--- src/hw/rtl/dti_pkg.sv ---
`default_nettype none
package dti_pkg;
   localparam int NODE_SLOTS = 128;
   localparam int NODE_AW    = $clog2(NODE_SLOTS);
   localparam int FEAT_COUNT = 64;
   localparam int FEAT_AW    = $clog2(FEAT_COUNT);
   localparam int FEAT_SEL_W = 6;
   localparam int MAX_DEPTH  = 6;
   localparam int DEPTH_W    = $clog2(MAX_DEPTH + 1);
   localparam int LIMIT_W    = 3;
   localparam int DATA_W     = 32;
   localparam int STATUS_W   = 2;

   localparam logic [LIMIT_W-1:0] LIMIT_RESET = 3'd6;

   localparam logic ACT_NODE    = 1'b0;
   localparam logic ACT_FEATURE = 1'b1;

   localparam logic [STATUS_W-1:0] STATUS_OK        = 2'd0;
   localparam logic [STATUS_W-1:0] STATUS_UNWRITTEN = 2'd1;
   localparam logic [STATUS_W-1:0] STATUS_DEPTH     = 2'd2;

   typedef struct packed {
      logic                     leaf;
      logic [FEAT_SEL_W-1:0]    split;
      logic signed [DATA_W-1:0] threshold;
      logic signed [DATA_W-1:0] leaf_value;
   } node_type;

   typedef struct packed {
      logic               en;
      logic [NODE_AW-1:0] addr;
      node_type           data;
   } node_wr_type;

   typedef struct packed {
      logic                     en;
      logic [FEAT_AW-1:0]       addr;
      logic signed [DATA_W-1:0] data;
   } feat_wr_type;

   typedef struct packed {
      logic signed [DATA_W-1:0] prediction;
      logic [NODE_AW-1:0]       leaf_node;
      logic [STATUS_W-1:0]      status;
   } result_type;
endpackage
`default_nettype wire

--- src/hw/rtl/dti_feat_mem.sv ---
`default_nettype none
module dti_feat_mem import dti_pkg::*; (
   input  logic                     clock,
   input  feat_wr_type              wr,
   input  logic                     rd_en,
   input  logic [FEAT_AW-1:0]       rd_addr,
   output logic signed [DATA_W-1:0] rd_data
);
   logic signed [DATA_W-1:0] mem_ram [FEAT_COUNT];
   logic signed [DATA_W-1:0] rd_data_ff;

   always_ff @(posedge clock) begin
      if (wr.en) begin
         mem_ram[wr.addr] <= wr.data;
      end
      if (rd_en) begin
         rd_data_ff <= mem_ram[rd_addr];
      end
   end

   assign rd_data = rd_data_ff;
endmodule
`default_nettype wire

--- config.mk ---
export PLATFORM = sky130hd
export DESIGN_NAME = dti_feat_mem
export DESIGN_NICKNAME = d
export VERILOG_FILES = /design/src/hw/rtl/dti_pkg.sv /design/src/hw/rtl/dti_feat_mem.sv
export SDC_FILE = /design/constraint.sdc
export NUM_CORES = 2
export LEC_CHECK = 0
export ABC_AREA = 1
export BUFFER_PORTS_ARGS = -buffer_cell sky130_fd_sc_hd__buf_2
export CORE_MARGIN = 2
export CORE_UTILIZATION = 57
export CTS_CLUSTER_DIAMETER = 80
export CTS_CLUSTER_SIZE = 20
export DETAILED_ROUTE_END_ITERATION = 10
export GPL_ROUTABILITY_DRIVEN = 0
export PLACE_DENSITY = 0.8
export SYNTH_ARGS = -nofsm -noshare
export SYNTH_HDL_FRONTEND = slang
export SYNTH_SLANG_ARGS = --single-unit
--- constraint.sdc ---
create_clock -name clock -period 4.6 [get_ports clock]
set_input_delay 0.23 -clock clock [delete_from_list [all_inputs] [get_ports clock]]
set_output_delay 0.23 -clock clock [all_outputs]
set_load 0.03 [all_outputs]
==> results.py <==
metrics = {
    "job": {
        "max-cap-violations": 0,
    },
    "setup_path": {
        "crit_fanout": 154,
        "worstSetupPathType": "in -> reg",
        "crit_start": "rd_addr[0]",
        "cp-end-kind": "flop",
        "crit_end": "rd_data[20]",
        "cp.arrival_ps": 3370,
        "critical_path.startpoint_type": "input pin",
        "reg2regPathDepth": 8,
        "reg2reg_slack_ps": 2580,
        "r2r_end": "rd_data[9]",
        "critPathRequiredTime_ps": 5230,
        "reg2reg_from": "mem_ram[30][9]",
    },
    "cts": {
        "tritoncts": "yes",
        "cts_max_level": 3,
        "cts_setup_buffers": 0,
        "cts_sinks": 2080,
        "numCtsBuffers": 114,
        "cts-root-buf": "clkbuf_16",
        "cts_resized": 0,
        "clk_latency_ps": 810,
        "clk_path_buf_depth": 3,
        "clkTransAtPathRegs_ps": 80,
        "cts_hold_buf": 2,
    },
    "timing": {
        "rsz0062_at_grt": "false",
        "fin_crit_sh": 0.596,
        "worstMarginPinSlew_ps": 1430,
        "hold_viol_final": 0,
        "slew_headroom": 0.0471,
        "finalSetupTns_ps": 0,
        "max_freq_ghz": 0.365,
        "final-setup-viol-count": 0,
        "fin_crit_ps": 2740,
        "fin_skew_ps": 68.7,
        "slew_viol_final": 0,
    },
    "grt": {
        "grt_pass1_vias": 53200,
        "grtUsageTotal": 0.311,
        "antenna_found_initial": 15,
        "grt_start_max_net_pins": 196,
        "overflow": 0,
        "grt_pass1_wl_mm": 339,
    },
    "die": {
        "core_mm2": 0.145,
        "num_rows": 140,
        "boundaryPins": 79,
        "die_area_mm2": 0.149,
        "die_width_um": 386,
        "die_y_um": 386,
        "start_util": 0.572,
    },
    "logic_synthesis": {
        "synth_fp_nets": 6816,
        "synth.avg_cell_area_um2": 12.3,
        "ys_seq_area_frac": 0.752,
        "yosys_register_bits": 2080,
        "synth_cells": 6769,
        "ys_warn_count": 0,
        "synthesis.area_mm2": 0.0831,
        "ys_types": 15,
    },
    "final_layout": {
        "fillers": 10400,
        "drive_gt1_frac": 0.0618,
        "final_core_util": 0.610,
        "areaGrowthSynthToFinish_pct": 6.69,
        "nets": 6705,
    },
    "worst_hold_path": {
        "min_path_cells": 2,
        "hold_class": "in -> reg",
    },
    "detailed_routing": {
        "drc": 0,
        "viasPerCell": 6.46,
        "firstDrtPassIters": 6,
        "num_vias": 55500,
        "drtIter0Drc": 9755,
        "totalWireLength_mm": 233,
        "ant_nets": 0,
        "wl_per_cell_um": 27.1,
    },
    "place": {
        "portBuffers": 78,
        "dp.final_hpwl_mm": 124,
    },
    "power_and_ir_drop": {
        "vdd_drop_max_mv": 0.345,
        "leakagePower_uw": 0.0306,
        "p_per_area_mw_per_mm2": 382,
    },
    "status": {
        "outcome": "complete, no violations",
    },
}
==> flip-flops by register name, indices dropped and copies added, names as in the netlist <==
signal,cells
mem_ram,2048
rd_data,32
==> metal layers <==
| metal | wire, µm | global-route usage |
|---|---|---|
| met1 | 78800 | 0.410 |
| met2 | 104000 | 0.470 |
| met3 | 35800 | 0.0921 |
| met4 | 13800 | 0.165 |
| met5 | 41 | 0 |
==> per-stage QoR <==
| step | total power (µW) | setup slack (ps) | cell area [µm²] | instances | hold WS [ps] |
|---|---|---|---|---|---|
| 2_1_floorplan | 22800 | 240 | 83100 | 6769 | 329 |
| 3_3_place_gp | 23800 | 1290 | 85600 | 8457 | 655 |
| 3_5_place_dp | 23900 | 1240 | 85600 | 8457 | 672 |
| 4_1_cts | 33700 | 2040 | 88600 | 8584 | 112 |
| 5_1_grt | 34500 | 1780 | 88600 | 8588 | 134 |
| 6_report | 33800 | 1860 | 88600 | 8590 | 106 |
==> layout make-up <==
cell class | count | area [µm²] | share of cell area
Sequential cell | 2080 | 62500 | 0.705
Multi-Input combinational cell | 4228 | 18800 | 0.212
Clock buffer | 116 | 2900 | 0.0328
Tap cell | 1917 | 2400 | 0.0271
Timing Repair Buffer | 222 | 1870 | 0.0211
Clock inverter | 9 | 119 | 0.00134
Inverter | 12 | 81.3 | 0.000918
Antenna cell | 6 | 15.0 | 0.000169
==> cells in the final DEF, fill, tap and decap left out, types with 2 or more instances in the layout <==
cell type,Yosys,routed
nor4_2,0,8
clkbuf_16,0,116
diode_2,0,6
clkinv_4,0,2
inv_8,0,2
nand4_1,9,9
nand3_1,1907,1907
inv_6,0,3
buf_12,0,28
nand2_1,2248,2248
edfxtp_1,2080,2080
buf_2,282,73
inv_1,9,7
buf_8,2,3
nor2_4,0,56
clkinv_1,0,2
buf_4,45,115
dlygate4sd3_1,0,2
==> cells by family (layout without fill, tap and decap cells) <==
| family | Yosys count | after routing | share of synthesized area |
|---|---|---|---|
| other | 0 | 6 | 0 |
| flip-flops | 2080 | 2080 | 0.752 |
| buffers and inverters | 461 | 359 | 0.0277 |
| AND/OR/NAND/NOR | 4228 | 4228 | 0.220 |
==> worst max-delay path, stage by stage <==
cell and delay [ps]:
buf_8 230, inv_16 450, buf_12 510, buf_12 400, nand2_1 90, nand3_1 90
nand3_1 120, nand3_1 120, nand3_1 280, nand2_1 160, nand2_1 280, nand2_1 160
==> power by group <==
| group | switching [µW] | internal (µW) | total (µW) |
|---|---|---|---|
| Clock | 5720 | 4540 | 10300 |
| Combinational | 1930 | 556 | 2490 |
| Sequential | 81.2 | 21000 | 21100 |
==> Yosys cell counts <==
cell type | number | area (µm²)
inv_4 | 1 | 6.26
nor4_1 | 8 | 50.1
nand2_1 | 2248 | 8440
nand4_1 | 9 | 56.3
nor2_1 | 56 | 210
buf_1 | 40 | 150
buf_8 | 2 | 30.0
edfxtp_1 | 2080 | 62500
inv_2 | 2 | 7.51
buf_4 | 45 | 338
inv_1 | 9 | 33.8
clkbuf_1 | 77 | 289
nand3_1 | 1907 | 9540
buf_2 | 282 | 1410
buf_6 | 3 | 33.8
==> how the worst min path moves through the flow <==
stage	end	start	slack, ps
2_1_floorplan	mem_ram[0][0]	wr[0]	330
3_3_place_gp	rd_data[8]	rd_addr[5]	650
3_5_place_dp	rd_data[8]	rd_addr[5]	670
4_1_cts	mem_ram[58][16]	wr[16]	110
5_1_grt	mem_ram[58][16]	wr[16]	130
6_report	mem_ram[58][16]	wr[16]	110
(Power assumes the default switching activity.)
