`src/hw/rtl/dti_pkg.sv`:
```
`default_nettype none
package dti_pkg;
   localparam int NODE_SLOTS = 128;
   localparam int NODE_AW    = $clog2(NODE_SLOTS);
   localparam int FEAT_COUNT = 64;
   localparam int FEAT_AW    = $clog2(FEAT_COUNT);
   localparam int FEAT_SEL_W = 6;
   localparam int MAX_DEPTH  = 6;
   localparam int DEPTH_W    = $clog2(MAX_DEPTH + 1);
   localparam int LIMIT_W    = 3;
   localparam int DATA_W     = 32;
   localparam int STATUS_W   = 2;

   localparam logic [LIMIT_W-1:0] LIMIT_RESET = 3'd6;

   localparam logic ACT_NODE    = 1'b0;
   localparam logic ACT_FEATURE = 1'b1;

   localparam logic [STATUS_W-1:0] STATUS_OK        = 2'd0;
   localparam logic [STATUS_W-1:0] STATUS_UNWRITTEN = 2'd1;
   localparam logic [STATUS_W-1:0] STATUS_DEPTH     = 2'd2;

   typedef struct packed {
      logic                     leaf;
      logic [FEAT_SEL_W-1:0]    split;
      logic signed [DATA_W-1:0] threshold;
      logic signed [DATA_W-1:0] leaf_value;
   } node_type;

   typedef struct packed {
      logic               en;
      logic [NODE_AW-1:0] addr;
      node_type           data;
   } node_wr_type;

   typedef struct packed {
      logic                     en;
      logic [FEAT_AW-1:0]       addr;
      logic signed [DATA_W-1:0] data;
   } feat_wr_type;

   typedef struct packed {
      logic signed [DATA_W-1:0] prediction;
      logic [NODE_AW-1:0]       leaf_node;
      logic [STATUS_W-1:0]      status;
   } result_type;
endpackage
`default_nettype wire

```
`src/hw/rtl/dti_req_if.sv`:
```
`default_nettype none
interface dti_req_if;
   logic        valid;
   logic        ready;
   logic        action;
   logic [6:0]  node_index;
   logic        node_is_leaf;
   logic [5:0]  split_feature;
   logic signed [31:0] threshold;
   logic signed [31:0] leaf_value;
   logic [5:0]  feature_slot;
   logic signed [31:0] feature_value;
   logic        last_feature;

   modport source (
      output valid, action, node_index, node_is_leaf, split_feature, threshold,
             leaf_value, feature_slot, feature_value, last_feature,
      input  ready
   );
   modport sink (
      input  valid, action, node_index, node_is_leaf, split_feature, threshold,
             leaf_value, feature_slot, feature_value, last_feature,
      output ready
   );
endinterface
`default_nettype wire

```
`src/hw/rtl/dti_rsp_if.sv`:
```
`default_nettype none
interface dti_rsp_if;
   logic        valid;
   logic        ready;
   logic signed [31:0] prediction;
   logic [6:0]  leaf_node;
   logic [1:0]  status;

   modport source (output valid, prediction, leaf_node, status, input ready);
   modport sink (input valid, prediction, leaf_node, status, output ready);
endinterface
`default_nettype wire

```
`src/hw/rtl/dti_walker.sv`:
```
`default_nettype none
module dti_walker import dti_pkg::*; (
   input  logic                     clock,
   input  logic                     reset,
   dti_req_if.sink                  req_chan,
   dti_rsp_if.source                rsp_chan,
   input  logic [DEPTH_W-1:0]       eff_limit,
   output node_wr_type              node_wr,
   output logic                     node_rd_en,
   output logic [NODE_AW-1:0]       node_rd_addr,
   input  node_type                 node_rd_data,
   input  logic                     node_rd_valid,
   output feat_wr_type              feat_wr,
   output logic                     feat_rd_en,
   output logic [FEAT_AW-1:0]       feat_rd_addr,
   input  logic signed [DATA_W-1:0] feat_rd_data
);
   localparam logic [1:0] S_IDLE = 2'd0;
   localparam logic [1:0] S_NODE = 2'd1;
   localparam logic [1:0] S_FEAT = 2'd2;
   localparam logic [1:0] S_PUT  = 2'd3;

   logic [1:0]               state_ff, state_in;
   logic [NODE_AW-1:0]       node_ff, node_in;
   logic [DEPTH_W-1:0]       depth_ff, depth_in;
   logic signed [DATA_W-1:0] thr_ff, thr_in;
   logic                     feat_ok_ff, feat_ok_in;
   result_type               res_ff, res_in;
   logic                     rsp_valid_ff, rsp_valid_in;
   result_type               rsp_data_ff, rsp_data_in;

   logic                     accept;
   logic signed [DATA_W-1:0] feat_val;
   logic                     go_left;
   logic [NODE_AW+1:0]       child;

   assign req_chan.ready = (state_ff == S_IDLE);
   assign accept         = req_chan.valid && req_chan.ready;

   assign node_wr.en              = accept && (req_chan.action == ACT_NODE);
   assign node_wr.addr            = req_chan.node_index;
   assign node_wr.data.leaf       = req_chan.node_is_leaf;
   assign node_wr.data.split      = req_chan.split_feature;
   assign node_wr.data.threshold  = req_chan.threshold;
   assign node_wr.data.leaf_value = req_chan.leaf_value;

   assign feat_wr.en   = accept && (req_chan.action == ACT_FEATURE)
                         && (int'(req_chan.feature_slot) < FEAT_COUNT);
   assign feat_wr.addr = req_chan.feature_slot[FEAT_AW-1:0];
   assign feat_wr.data = req_chan.feature_value;

   assign feat_val = feat_ok_ff ? feat_rd_data : '0;
   assign go_left  = (feat_val <= thr_ff);
   assign child    = {1'b0, node_ff, 1'b0} + (NODE_AW+2)'({!go_left, go_left});

   always_comb begin
      state_in     = state_ff;
      node_in      = node_ff;
      depth_in     = depth_ff;
      thr_in       = thr_ff;
      feat_ok_in   = feat_ok_ff;
      res_in       = res_ff;
      node_rd_en   = 1'b0;
      node_rd_addr = node_ff;
      feat_rd_en   = 1'b0;
      feat_rd_addr = node_rd_data.split[FEAT_AW-1:0];
      rsp_valid_in = rsp_valid_ff && !rsp_chan.ready;
      rsp_data_in  = rsp_data_ff;
      case (state_ff)
         S_IDLE: begin
            if (accept && (req_chan.action == ACT_FEATURE) && req_chan.last_feature) begin
               node_in      = '0;
               depth_in     = '0;
               node_rd_en   = 1'b1;
               node_rd_addr = '0;
               state_in     = S_NODE;
            end
         end
         S_NODE: begin
            res_in.leaf_node  = node_ff;
            res_in.prediction = '0;
            if (!node_rd_valid) begin
               res_in.status = STATUS_UNWRITTEN;
               state_in      = S_PUT;
            end else if (node_rd_data.leaf) begin
               res_in.status     = STATUS_OK;
               res_in.prediction = node_rd_data.leaf_value;
               state_in          = S_PUT;
            end else if (depth_ff >= eff_limit) begin
               res_in.status = STATUS_DEPTH;
               state_in      = S_PUT;
            end else begin
               feat_rd_en = 1'b1;
               thr_in     = node_rd_data.threshold;
               feat_ok_in = (int'(node_rd_data.split) < FEAT_COUNT);
               state_in   = S_FEAT;
            end
         end
         S_FEAT: begin
            if (child[NODE_AW+1:NODE_AW] != 2'b00) begin
               res_in.leaf_node  = node_ff;
               res_in.prediction = '0;
               res_in.status     = STATUS_UNWRITTEN;
               state_in          = S_PUT;
            end else begin
               node_in      = child[NODE_AW-1:0];
               depth_in     = DEPTH_W'(depth_ff + 1'b1);
               node_rd_en   = 1'b1;
               node_rd_addr = child[NODE_AW-1:0];
               state_in     = S_NODE;
            end
         end
         S_PUT: begin
            if (!rsp_valid_ff || rsp_chan.ready) begin
               rsp_valid_in = 1'b1;
               rsp_data_in  = res_ff;
               state_in     = S_IDLE;
            end
         end
         default: begin
            state_in = S_IDLE;
         end
      endcase
   end

   always_ff @(posedge clock) begin
      if (reset) begin
         state_ff     <= S_IDLE;
         rsp_valid_ff <= 1'b0;
      end else begin
         state_ff     <= state_in;
         rsp_valid_ff <= rsp_valid_in;
      end
   end

   always_ff @(posedge clock) begin
      node_ff     <= node_in;
      depth_ff    <= depth_in;
      thr_ff      <= thr_in;
      feat_ok_ff  <= feat_ok_in;
      res_ff      <= res_in;
      rsp_data_ff <= rsp_data_in;
   end

   assign rsp_chan.valid      = rsp_valid_ff;
   assign rsp_chan.prediction = rsp_data_ff.prediction;
   assign rsp_chan.leaf_node  = rsp_data_ff.leaf_node;
   assign rsp_chan.status     = rsp_data_ff.status;
endmodule
`default_nettype wire

```
`src/flat_wrapper.sv`:
```
// flat-port wrapper written by rule: the top's interface ports become plain ports
module dti_walker_flat import dti_pkg::*;
  (clock, reset, eff_limit, node_wr, node_rd_en, node_rd_addr, node_rd_data, node_rd_valid, feat_wr, feat_rd_en, feat_rd_addr, feat_rd_data, req_chan_valid, req_chan_action, req_chan_node_index, req_chan_node_is_leaf, req_chan_split_feature, req_chan_threshold, req_chan_leaf_value, req_chan_feature_slot, req_chan_feature_value, req_chan_last_feature, req_chan_ready, rsp_chan_valid, rsp_chan_prediction, rsp_chan_leaf_node, rsp_chan_status, rsp_chan_ready);
  dti_req_if req_chan_i ();
  dti_rsp_if rsp_chan_i ();
  input  logic clock;
  input  logic reset;
  input  logic [DEPTH_W-1:0] eff_limit;
  output node_wr_type node_wr;
  output logic node_rd_en;
  output logic [NODE_AW-1:0] node_rd_addr;
  input  node_type node_rd_data;
  input  logic node_rd_valid;
  output feat_wr_type feat_wr;
  output logic feat_rd_en;
  output logic [FEAT_AW-1:0] feat_rd_addr;
  input  logic signed [DATA_W-1:0] feat_rd_data;
  input wire logic [$bits(req_chan_i.valid)-1:0] req_chan_valid;
  input wire logic [$bits(req_chan_i.action)-1:0] req_chan_action;
  input wire logic [$bits(req_chan_i.node_index)-1:0] req_chan_node_index;
  input wire logic [$bits(req_chan_i.node_is_leaf)-1:0] req_chan_node_is_leaf;
  input wire logic [$bits(req_chan_i.split_feature)-1:0] req_chan_split_feature;
  input wire logic [$bits(req_chan_i.threshold)-1:0] req_chan_threshold;
  input wire logic [$bits(req_chan_i.leaf_value)-1:0] req_chan_leaf_value;
  input wire logic [$bits(req_chan_i.feature_slot)-1:0] req_chan_feature_slot;
  input wire logic [$bits(req_chan_i.feature_value)-1:0] req_chan_feature_value;
  input wire logic [$bits(req_chan_i.last_feature)-1:0] req_chan_last_feature;
  output wire logic [$bits(req_chan_i.ready)-1:0] req_chan_ready;
  output wire logic [$bits(rsp_chan_i.valid)-1:0] rsp_chan_valid;
  output wire logic [$bits(rsp_chan_i.prediction)-1:0] rsp_chan_prediction;
  output wire logic [$bits(rsp_chan_i.leaf_node)-1:0] rsp_chan_leaf_node;
  output wire logic [$bits(rsp_chan_i.status)-1:0] rsp_chan_status;
  input wire logic [$bits(rsp_chan_i.ready)-1:0] rsp_chan_ready;
  assign req_chan_i.valid = req_chan_valid;
  assign req_chan_i.action = req_chan_action;
  assign req_chan_i.node_index = req_chan_node_index;
  assign req_chan_i.node_is_leaf = req_chan_node_is_leaf;
  assign req_chan_i.split_feature = req_chan_split_feature;
  assign req_chan_i.threshold = req_chan_threshold;
  assign req_chan_i.leaf_value = req_chan_leaf_value;
  assign req_chan_i.feature_slot = req_chan_feature_slot;
  assign req_chan_i.feature_value = req_chan_feature_value;
  assign req_chan_i.last_feature = req_chan_last_feature;
  assign req_chan_ready = req_chan_i.ready;
  assign rsp_chan_valid = rsp_chan_i.valid;
  assign rsp_chan_prediction = rsp_chan_i.prediction;
  assign rsp_chan_leaf_node = rsp_chan_i.leaf_node;
  assign rsp_chan_status = rsp_chan_i.status;
  assign rsp_chan_i.ready = rsp_chan_ready;
  dti_walker u_core (.clock(clock), .reset(reset), .req_chan(req_chan_i), .rsp_chan(rsp_chan_i), .eff_limit(eff_limit), .node_wr(node_wr), .node_rd_en(node_rd_en), .node_rd_addr(node_rd_addr), .node_rd_data(node_rd_data), .node_rd_valid(node_rd_valid), .feat_wr(feat_wr), .feat_rd_en(feat_rd_en), .feat_rd_addr(feat_rd_addr), .feat_rd_data(feat_rd_data));
endmodule
```
`config.mk`:
```
export PLATFORM = sky130hd
export DESIGN_NAME = dti_walker_flat
export DESIGN_NICKNAME = d
export VERILOG_FILES = /design/src/hw/rtl/dti_pkg.sv /design/src/hw/rtl/dti_req_if.sv /design/src/hw/rtl/dti_rsp_if.sv /design/src/hw/rtl/dti_walker.sv /design/src/flat_wrapper.sv
export SDC_FILE = /design/constraint.sdc
export NUM_CORES = 1
export LEC_CHECK = 0
export BUFFER_PORTS_ARGS = -buffer_cell sky130_fd_sc_hd__buf_2
export CORE_AREA = 2 2 159 161
export DETAILED_ROUTE_END_ITERATION = 10
export DIE_AREA = 0 0 161 163
export GPL_ROUTABILITY_DRIVEN = 0
export PLACE_DENSITY = 0.56
export SETUP_SLACK_MARGIN = 0.02
export SYNTH_ARGS = -nofsm -noshare
export SYNTH_HDL_FRONTEND = slang
export SYNTH_SLANG_ARGS = --single-unit
```
`constraint.sdc`:
```
create_clock -name clock -period 4.5 [get_ports clock]
set_clock_uncertainty 0.2 [all_clocks]
set_input_delay 0.9 -clock clock [delete_from_list [all_inputs] [get_ports clock]]
set_output_delay 0.9 -clock clock [all_outputs]
set_load 0.02 [all_outputs]
```
==> impl_summary.log <==
[metrics] combined area of all synthesized cells: 6110 um^2
[metrics] maximum vdd drop: 0.000185 V
[metrics] startpoint types: input pin
[metrics] Worst-Margin Slew: 1.14 ns
[metrics] area grow syn2layout: 25.8%
[metrics] y dimension of the die: ~160 um
[metrics] post-synthesis net count: roughly 740
[metrics] GR Overflow Total: 0
[metrics] number of top-level design ports: about 400
[metrics] library cell used as clock root buffer: clkbuf_16
[metrics] highest net fanout along the worst path: 3
[metrics] Period Utilization, post-route: 110%
[metrics] count of antenna diodes in the layout: 0
[metrics] worst path buffer plus inverter count: 5
[metrics] slowest cell on the critical path: mux2i_4
[metrics] share of post-route cells with drive strength above 1: between 40% and 50%
[metrics] Slowest Stage Delay on Critical Path: just over 0.3 ns
[metrics] launching point of the worst reg2reg path: u_core.thr_ff[14]
[metrics] clock period minus worst slack: between 4 and 5 ns
[metrics] Final HPWL DP: 15400 um
[metrics] result of the run: complete, but fails checks
[metrics] leakage power of the design: between 3 and 4 nW
[metrics] crit path DAT: 3.86 ns
[metrics] largest net degree at the start of global routing: 42
[metrics] number of remaining DRC errors: 0
[metrics] class of the most critical hold timing path: flop to flop
[metrics] final setup vio count: 8
[metrics] initial antenna violation count: 0
[metrics] cell family contributing the most delay on the critical path: simple AND/OR/NAND/NOR gates
[metrics] worst flop-to-flop path endpoint: u_core.res_ff[31]
[metrics] start point of the worst hold path: u_core.res_ff[29]
[metrics] sink count of the clock tree: roughly 130
[metrics] relative slew slack: between 20% and 30%
[metrics] clock tree buffer depth: 2
[metrics] final hold violations: 0
[metrics] standard-cell row count: 58
[metrics] synthesized netlist cell count: ~470
[metrics] P per Cell Area: around 400 nW/um^2
[metrics] # placed instances: 862
[metrics] total number of vias: 3655
[metrics] category of the critical setup timing path: input pin to output port
[metrics] initial standard-cell utilization of the core: between 20% and 30%
[metrics] RSZ-0062 raised after global routing: yes
[metrics] cell chain of the critical path: buf_6 -> ha_4 -> nand4_1 -> buf_4 -> nor4_4 -> a21boi_2 -> o41ai_2 -> a31oi_2 -> and2_4 -> ha_4 -> ha_4 -> nand2_2 -> nor2_4 -> mux2i_4 -> buf_4 -> buf_6 -> a32o_2 -> buf_4
[metrics] Worst-path clk slew: about 0.060 ns
[metrics] max-cap viol count: 0
[metrics] Yosys warnings: 0
[metrics] Worst Hold Endpoint: u_core.rsp_chan.prediction[20]
[metrics] mean post-synth cell area: 12.9 um^2
[metrics] count of distinct cell types in the synthesized netlist: 40
[metrics] failing checks: negative setup slack
[metrics] detailed-router iteration count before antenna repair: 4
[metrics] nature of the critical path endpoint: output port
[metrics] count of non-filler cells in the finished layout: ~900
[metrics] horizontal die dimension: roughly 160 um
[metrics] number of stages on the worst hold path: 0
[metrics] final routed wirelength across all metal layers: 18900 um
[metrics] number of buffer cells added on primary ports: 160
[metrics] first-pass GRT wire length: about 25000 um
[metrics] total of flip-flops plus latches after synthesis: about 130
[metrics] Global Route Usage Sum: 14.1%
[metrics] Filler Cell Count: roughly 2.5k
[metrics] average wire per standard cell: 21.0 um
[metrics] total die area: ~26000 um^2
[metrics] CTS Buf Count: 17
[metrics] final-stage net count: between 800 and 900
[metrics] post-route worst setup slack: -0.461 ns
[metrics] average vias per placed instance: just over 4
[metrics] clock latency of the later-clocked register in the worst-skew pair: 0.42 ns
[metrics] total chip power: around 3.1 mW
[metrics] count of final max-slew check failures: 0
[metrics] proportion of synthesized chip area in sequential cells: between 60% and 70%
[metrics] number of DRC markers after the initial detailed-route iteration: between 150 and 200
[metrics] cell count of the worst reg-to-reg path: 19
[metrics] H-tree level count: 4
[metrics] worst-case register-to-register setup slack: between 0.5 and 0.6 ns
[metrics] clock tree from TritonCTS: built
[metrics] Max Fclk: 202 MHz
[metrics] core area: around 25000 um^2
[metrics] antenna violation net count after detailed routing: 0
[metrics] data required time of the worst path: around 3.4 ns
[metrics] vias in the first global route: roughly 3.6k
area by class of cell:
type / instances / area [um^2] / area share [%]
Clock buffer: 17 / 425 / 5.53
Timing Repair Buffer: 191 / 1150 / 15.0
Sequential cell: 127 / 3710 / 48.3
Clock inverter: 15 / 178 / 2.31
Inverter: 38 / 143 / 1.85
Tap cell: 330 / 413 / 5.37
Multi-Input combinational cell: 184 / 1660 / 21.6
routing by layer:
| layer | vias to the layer above | GRT usage [%] | part of all wire (%) | wire length [um] |
|---|---|---|---|---|
| met5 | - | 0.758 | 0 | 0 |
| met1 | 1640 | 12.1 | 31 | 5810 |
| li1 | 1702 | - | - | - |
| met4 | 0 | 4.26 | 1.5 | 281 |
| met2 | 289 | 21.2 | 44 | 8410 |
| met3 | 24 | 15.8 | 23 | 4410 |
Yosys cell counts:
library cell,count,area (um^2)
buf_4,122,916
xor2_1,2,17.5
a21boi_0,1,7.51
and2_1,35,219
edfxtp_1,117,3510
nor4_1,1,6.26
mux2i_1,1,10.0
nand2b_1,3,18.8
and3_1,5,31.3
o31a_1,1,8.76
inv_1,38,143
a211oi_1,1,7.51
a21oi_1,15,75.1
ha_1,38,475
or2_2,1,6.26
nor2_1,11,41.3
a32o_1,2,20.0
o21ai_0,10,50.1
o41ai_1,1,8.76
a2bb2oi_1,1,8.76
xnor2_1,2,17.5
nor2b_1,3,18.8
nor4_2,1,12.5
nor3_1,1,5.00
o21ai_2,1,8.76
dfxtp_1,10,200
o211ai_1,1,7.51
nand3_1,7,35.0
a221o_1,1,10.0
a21o_1,2,15.0
and4_1,2,17.5
a31oi_1,3,18.8
o21a_1,1,7.51
a22o_1,1,8.76
clkbuf_1,3,11.3
nand4_1,3,18.8
nand2_1,23,86.3
a21boi_1,1,7.51
o22a_1,1,8.76
nand4_2,1,12.5
how the worst max path moves through the flow:
stage                                start              end  slack [ns]  cells after the start
after floorplan           feat_rd_data[26]  node_rd_addr[0]       -0.08                     15
after global placement    feat_rd_data[15]  node_rd_addr[0]       -0.81                     18
after detailed placement  feat_rd_data[15]  node_rd_addr[0]       -0.83                     18
after CTS                 feat_rd_data[15]  node_rd_addr[2]       -0.51                     18
after global routing      feat_rd_data[14]  node_rd_addr[4]       -0.64                     18
final                     feat_rd_data[14]  node_rd_addr[2]       -0.46                     18
repair_timing:
item | in CTS | in global routing
setup endpoints to repair | 8 | 8
resized for setup | 43 | 6
buffers inserted | 6 | 3
hold buffers | 0 | 0
pin swaps | 10 | 4
stage by stage:
| step | hold WS [ns] | TNS, ns | setup slack (ns) | area, um^2 | util (%) |
|---|---|---|---|---|---|
| 2_1_floorplan | 0.200 | -0.255 | -0.0827 | 6260 | - |
| 3_3_place_gp | 0.200 | -12.40 | -0.807 | 6770 | 27.4 |
| 3_5_place_dp | 0.205 | -12.37 | -0.827 | 6770 | 27.4 |
| 4_1_cts | 0.219 | -3.43 | -0.508 | 7630 | 30.9 |
| 5_1_grt | 0.222 | -4.55 | -0.639 | 7690 | 31.2 |
| 6_report | 0.217 | -3.10 | -0.461 | 7690 | 31.2 |
power by group:
| part | switching (mW) | leakage (nW) | internal (mW) |
|---|---|---|---|
| registers | 0.0239 | 1.15 | 1.33 |
| clock network | 0.594 | 0.291 | 0.837 |
| logic | 0.131 | 1.69 | 0.131 |
cell usage in the layout (no fill, tap or decap), types with 3 or more instances in the layout:
| cell | n |
|---|---|
| buf_12 | 3 |
| clkbuf_16 | 17 |
| o21ai_0 | 5 |
| nand2_1 | 17 |
| dfxtp_1 | 10 |
| ha_1 | 25 |
| inv_1 | 37 |
| nand4_1 | 3 |
| nor2_1 | 10 |
| and2_1 | 34 |
| nand3_1 | 6 |
| nand2_2 | 5 |
| nand2b_1 | 3 |
| buf_2 | 148 |
| buf_4 | 26 |
| edfxtp_1 | 117 |
| and3_1 | 4 |
| buf_6 | 14 |
| inv_6 | 7 |
| a21oi_1 | 12 |
| o21ai_4 | 5 |
| ha_4 | 13 |
flip-flops by register name (all words and copies together) (netlist names):
name,cells
u_core.res_ff,41
u_core.rsp_chan.prediction,32
u_core.thr_ff,32
u_core.node_ff,7
u_core.rsp_chan.leaf_node,7
u_core.depth_ff,3
u_core.rsp_chan.status,2
u_core.state_ff,2
u_core.rsp_chan.valid,1
kinds of logic after synthesis:
logic type      Yosys count  share of synthesized area (%)
compound gates           44                           4.57
fa+ha+maj                38                           7.78
simple gates             97                           8.66
buf+inv                 163                           17.5
xor+xnor                  4                          0.573
mux                       1                          0.164
flops                   127                           60.8
Power figures use the tool's default switching activity.
